`src/hw/rtl/assert_macros.svh`:
```
// assertion macros shared by the activation unit rtl
`ifndef ASSERT_MACROS_SVH
`define ASSERT_MACROS_SVH
`ifndef NO_ASSERTIONS
// clocked check, switched off while reset is low
`define AFB_ASSERT(lbl, clk, rst_n, prop) \
	lbl: assert property (@(posedge clk) disable iff (!rst_n) prop) \
	else $error("activation unit check failed");
// clocked check that also holds through reset
`define AFB_ASSERT_ALWAYS(lbl, clk, prop) \
	lbl: assert property (@(posedge clk) prop) else $error("activation unit check failed");
`else
`define AFB_ASSERT(lbl, clk, rst_n, prop)
`define AFB_ASSERT_ALWAYS(lbl, clk, prop)
`endif
`endif

```
`src/hw/rtl/afb_pkg.sv`:
```
// shared constants and types of the activation forward/backward unit
`default_nettype none
package afb_pkg;
	localparam int VW        = 16;
	localparam int FB        = 11;
	localparam int QSH       = 32 - FB;
	localparam int TW        = VW + QSH + 1;
	localparam int KBITS     = 6;
	localparam int EXP_TERMS = 13;
	localparam int LOG_TERMS = 11;
	localparam int QBITS     = 31;

	localparam logic [31:0] LN2_Q32 = 32'd2977044472;
	localparam logic [32:0] ONE_Q32 = 33'h1_0000_0000;

	// function codes
	localparam logic [2:0] FN_IDENT = 3'd0;
	localparam logic [2:0] FN_SIGM  = 3'd1;
	localparam logic [2:0] FN_TANH  = 3'd2;
	localparam logic [2:0] FN_RELU  = 3'd3;
	localparam logic [2:0] FN_LOGM  = 3'd4;

	// action codes
	localparam logic ACT_FWD = 1'b0;
	localparam logic ACT_BWD = 1'b1;

	typedef logic signed [VW-1:0] val_t;

	// everything an element carries down the pipeline
	typedef struct packed {
		logic             act;
		logic [2:0]       fn;
		logic             bad;
		val_t             x;
		val_t             y;
		val_t             g;
		val_t             acc;
		logic [2:0]       lk;
		logic [32:0]      lm;
		logic [32:0]      e;
		logic [QBITS-1:0] q;
		logic [32:0]      lsum;
	} carry_t;
endpackage
`default_nettype wire

```
`src/hw/rtl/afb_post.sv`:
```
// result stages: forward rounding, backward derivative products, accumulate and clip
`default_nettype none
module afb_post (
	input  wire logic         clk,
	input  wire logic         arst_n,
	input  wire logic         adv,
	input  wire logic         vin,
	input  afb_pkg::carry_t   cin,
	output logic              vout,
	output afb_pkg::val_t     result,
	output logic              sat,
	output logic              bad
);
	import afb_pkg::*;

	function automatic logic [VW-1:0] rnd(input logic [35:0] v);
		rnd = VW'((v + (36'd1 << (QSH - 1))) >> QSH);
	endfunction

	// stage 1 signals
	logic [31:0]        q2;
	logic [32:0]        sigq;
	logic [35:0]        logq;
	logic [VW-1:0]      fmag;
	val_t               fres;
	logic signed [17:0] onem;
	logic signed [33:0] dval;
	logic [VW-1:0]      gmag;
	logic [48:0]        lp;

	val_t               fres_s1;
	logic signed [33:0] d_s1;
	logic [48:0]        lp_s1;
	logic [VW-1:0]      gm_s1;
	carry_t             c_s1;
	logic               v_s1;

	logic [31:0]        dmag;
	val_t               fres_s2;
	logic [47:0]        bp_s2;
	logic               dneg_s2;
	logic [48:0]        lp_s2;
	logic [VW-1:0]      gm_s2;
	carry_t             c_s2;
	logic               v_s2;

	logic [25:0]        bmag;
	logic               bneg;
	logic signed [27:0] bsum;
	val_t               bres;
	logic               bsat;

	val_t               res_s3;
	logic               sat_s3;
	logic               bad_s3;
	logic               v_s3;

	// forward value and backward derivative
	always_comb begin
		q2   = {cin.q, 1'b0};
		sigq = cin.x[VW-1] ? {1'b0, q2} : (ONE_Q32 - {1'b0, q2});
		logq = 36'(cin.lk) * 36'(LN2_Q32) + {2'b0, cin.lsum, 1'b0};
		case (cin.fn)
			FN_SIGM: fmag = rnd(36'(sigq));
			FN_TANH: fmag = rnd(36'(q2));
			default: fmag = rnd(logq);
		endcase
		case (cin.fn)
			FN_IDENT: fres = cin.x;
			FN_RELU:  fres = (!cin.x[VW-1] && cin.x != '0) ? cin.x : '0;
			FN_SIGM:  fres = val_t'(fmag);
			default:  fres = cin.x[VW-1] ? val_t'(-fmag) : val_t'(fmag);
		endcase
		onem = 18'sd2048 - 18'(cin.y);
		if (cin.fn == FN_TANH) dval = (34'sd1 <<< (2 * FB)) - 34'(cin.y) * 34'(cin.y);
		else dval = 34'(cin.y) * 34'(onem);
		gmag = cin.g[VW-1] ? VW'(-cin.g) : VW'(cin.g);
		lp   = cin.e * gmag;
	end

	// backward product and final result
	always_comb begin
		dmag = d_s1[33] ? 32'(-d_s1) : 32'(d_s1);
		case (c_s2.fn)
			FN_SIGM, FN_TANH: begin
				bmag = 26'((bp_s2 + (48'd1 << (2 * FB - 1))) >> (2 * FB));
				bneg = dneg_s2 ^ c_s2.g[VW-1];
			end
			FN_LOGM: begin
				bmag = 26'((lp_s2 + (49'd1 << 31)) >> 32);
				bneg = c_s2.g[VW-1];
			end
			FN_RELU: begin
				bmag = (!c_s2.y[VW-1] && c_s2.y != '0) ? 26'(gm_s2) : '0;
				bneg = c_s2.g[VW-1];
			end
			default: begin
				bmag = 26'(gm_s2);
				bneg = c_s2.g[VW-1];
			end
		endcase
		bsum = 28'(c_s2.acc) + (bneg ? -$signed({2'b0, bmag}) : $signed({2'b0, bmag}));
		if (bsum > 28'sd32767) begin
			bres = 16'sh7fff;
			bsat = 1'b1;
		end else if (bsum < -28'sd32768) begin
			bres = 16'sh8000;
			bsat = 1'b1;
		end else begin
			bres = VW'(bsum);
			bsat = 1'b0;
		end
	end

	always_ff @(posedge clk or negedge arst_n) begin
		if (!arst_n) begin
			v_s1 <= 1'b0;
			v_s2 <= 1'b0;
			v_s3 <= 1'b0;
		end else if (adv) begin
			v_s1 <= vin;
			v_s2 <= v_s1;
			v_s3 <= v_s2;
		end
	end

	always_ff @(posedge clk) begin
		if (adv) begin
			fres_s1 <= fres;
			d_s1    <= dval;
			lp_s1   <= lp;
			gm_s1   <= gmag;
			c_s1    <= cin;
			fres_s2 <= fres_s1;
			bp_s2   <= dmag * gm_s1;
			dneg_s2 <= d_s1[33];
			lp_s2   <= lp_s1;
			gm_s2   <= gm_s1;
			c_s2    <= c_s1;
			if (c_s2.bad) begin
				res_s3 <= '0;
				sat_s3 <= 1'b0;
			end else if (c_s2.act == ACT_FWD) begin
				res_s3 <= fres_s2;
				sat_s3 <= 1'b0;
			end else begin
				res_s3 <= bres;
				sat_s3 <= bsat;
			end
			bad_s3 <= c_s2.bad;
		end
	end

	assign vout   = v_s3;
	assign result = res_s3;
	assign sat    = sat_s3;
	assign bad    = bad_s3;
endmodule
`default_nettype wire
```
`config.mk`:
```
export PLATFORM = sky130hd
export DESIGN_NAME = afb_post
export DESIGN_NICKNAME = d
export VERILOG_FILES = /design/src/hw/rtl/assert_macros.svh /design/src/hw/rtl/afb_pkg.sv /design/src/hw/rtl/afb_post.sv
export SDC_FILE = /design/constraint.sdc
export NUM_CORES = 2
export LEC_CHECK = 0
export BUFFER_PORTS_ARGS = -buffer_cell sky130_fd_sc_hd__buf_4
export CAP_MARGIN = 20
export CORE_MARGIN = 3
export CORE_UTILIZATION = 55
export CTS_BUF_LIST = sky130_fd_sc_hd__clkbuf_4 sky130_fd_sc_hd__clkbuf_8 sky130_fd_sc_hd__clkbuf_16
export DETAILED_ROUTE_END_ITERATION = 7
export PLACE_DENSITY_LB_ADDON = 0.3
export SETUP_SLACK_MARGIN = 0.15
export SLEW_MARGIN = 0
export SYNTH_ARGS = -nofsm -noshare
export SYNTH_HDL_FRONTEND = slang
export SYNTH_SLANG_ARGS = --single-unit
```
`constraint.sdc`:
```
create_clock -name clk -period 10 [get_ports clk]
set_clock_uncertainty 0.1 [all_clocks]
set_input_delay 1.5 -clock clk [delete_from_list [all_inputs] [get_ports clk]]
set_output_delay 1.5 -clock clk [all_outputs]
set_load 0.005 [all_outputs]
```
==> impl_metrics.tcl <==
set metrics [dict create \
    rsz0062_at_grt "false" \
    ant_nets 0 \
    cp.required_ps 10220 \
    dieArea_um2 127000 \
    synthTopCellsByArea "fa_1 (41%), edfxtp_1 (11%), ha_1 (10%)" \
    cp_slowest_stage_delay_ps 560 \
    pre_cts_ws_ps -432 \
    cp-end-kind "flop" \
    wl_met3_um 13000 \
    fin_nets 9528 \
    period_needed_ps 9480 \
    fmax_ghz 0.106 \
    hold_violations 0 \
    port_buffers 189 \
    cts-root-buf "clkbuf_16" \
    drv_slew 0 \
    wl_met1_um 68500 \
    synthesis.yosys.warnings 0 \
    synth_top_area_cell "fa_1" \
    die_h_um 356 \
    worstMarginPinSlew_ps 1140 \
    max_slew_margin_pct 23.4 \
    initial_core_util_pct 55.8 \
    arrival_ps 9700 \
    clockBufferDepth 3 \
    cts_hold_buf 0 \
    viasPerCell 5.59 \
    drc 0 \
    layout_worst_path_cycle_share_pct 94.8 \
    cp.depth 33 \
    critical-path-top-delay-family "adder cells" \
    hp-class "flop to flop" \
    stdcell_count 9027 \
    cpMostUsedCell "fa_1" \
    cts_max_level 1 \
    wl_met2_um 83700 \
    drt-wirelength-per-cell_um 18.9 \
    cts_tree "built" \
    ys_seq_elements 257 \
    synth_area_um2 67300 \
    grt_max_degree 87 \
    syn_inst 7267 \
    yosysSeqAreaShare_pct 11.4 \
    cap_violations 0 \
    synth_nets 9406 \
    synth_edf_count 254 \
    antenna_found_initial 5 \
    slowest_stage "or4_1" \
    setup_violations 0 \
    gr-total-overflow 0 \
    grt_pass1_wl_um 283000 \
    clk_pin_slew_ps 60 \
    worst-setup-path-type "primary input to flop" \
    syn_avg_cell_area_um2 9.27 \
    core_um2 121000 \
    clock_latency_ps 590 \
    cts.sinks 257 \
    area_growth_pct 7.83 \
    drt_iter0_drc 3765 \
    fin_ws_ps 523 \
    dp_cells 8963 \
    rows 127 \
    synth_cell_types 85 \
    dp_hpwl_um 136000 \
    die_w_um 356 \
    num_io_pins 225 \
    crit_buf_inv 9 \
    topRoutingLayerUsed "met5" \
    reg2reg_depth 28 \
    drive_gt1_share_pct 6.88 \
    crit_fanout 4 \
    place.gp.congestion 0.907 \
    status "completed" \
    async_flop_share_pct 1.17 \
    dr.pass1.iters 8 \
    grt_usage_pct 27.9 \
    cts_buffers 31 \
    grt_pass1_vias 54700 \
    wl_um 170000 \
    yosysMostFrequentCell "inv_1" \
    min_path_cells 0 \
    synth_top_area_share_pct 41.0 \
    vias 50400 \
    start_kind "primary input" \
    ys.flop_type "edfxtp_1" \
    synth_commonest_cells "inv_1 (1614), fa_1 (1381), nand2_1 (950), ha_1 (552), and2_1 (446)" \
]
cell families after synthesis:
family | share of synthesized area [%]
buf+inv | 10.7
mux | 0.258
flops | 11.4
xor+xnor | 3.72
simple gates | 15.4
compound gates | 7.17
fa+ha+maj | 51.3
worst register-to-register path, delay by kind of cell, from the launching register on:
| family | cells | cell delay [ps] |
|---|---|---|
| adders and majority gates | 7 | 3420 |
| xor gates and xnor gates | 2 | 650 |
| and+or+nand+nor | 9 | 2610 |
| AOI/OAI and AO/OA | 7 | 1660 |
| DFF | 1 | 480 |
| buffers and inverters | 3 | 150 |
layer usage:
metal	vias to the layer above	GRT usage, %
met5	-	0
met4	4	7.92
met3	337	3.65
met2	1876	47.7
met1	25600	37.5
li1	22600	-
cell type report:
cell class / instances / area [um^2]
multi-input cells: 5100 / 52800
fillers: 10300 / 48100
flip-flops and latches: 257 / 7700
inverters: 1617 / 6070
repair buffers: 382 / 2960
well taps: 1612 / 2020
clock buffers: 33 / 791
clock inverters: 25 / 323
diodes: 1 / 2.50
registers in the layout (all words and copies together) (netlist names), 18 cells and up:
register / count
lp_s2: 18
c_s2: 38
d_s1: 33
c_s1: 37
bp_s2: 27
lp_s1: 18
layout by cell type (no fill, tap or decap), types with 51 or more instances in the layout:
cell type	instances
a21o_1	67
a21oi_1	167
and2_1	446
buf_4	374
edfxtp_1	254
fa_1	1380
ha_1	552
inv_1	1614
nand2_1	950
nand2b_1	139
nand3_1	63
nor2_1	233
nor3_1	51
o21ai_0	153
xnor2_1	172
xor2_1	93
path summary, 6_finish.rpt:
kind	startpoint	to	slack, ps
min in group asynchronous	arst_n	v_s1	590
hold reg to reg	lp_s1[46]	lp_s2[46]	310
max in group asynchronous	arst_n	vout	9120
setup reg to reg	d_s1[5]	bp_s2[44]	660
setup / recovery	cin[155]	lp_s1[48]	520
hold / removal	lp_s1[46]	lp_s2[46]	310
through the flow:
| stage | cell area, um^2 | hold slack (ps) | utilization (%) | TNS (ps) |
|---|---|---|---|---|
| finish | 72600 | 313 | 60.1 | 0 |
| global placement | 71400 | 300 | 59.1 | -1670 |
| global route | 72600 | 322 | 60.1 | 0 |
| floorplan | 67400 | 300 | - | 0 |
| detailed placement | 71400 | 305 | 59.1 | -2070 |
| CTS | 72500 | 314 | 60.0 | 0 |
what timing repair did:
action,4_1_cts,5_1_grt
buffers inserted,0,2
pin swaps,0,3
resized for setup,1,17
setup endpoints to repair,2,17
Power is left out: the tool's default activity adds up to more than one toggle a clock period on the data nets, which glitch-free logic cannot reach.
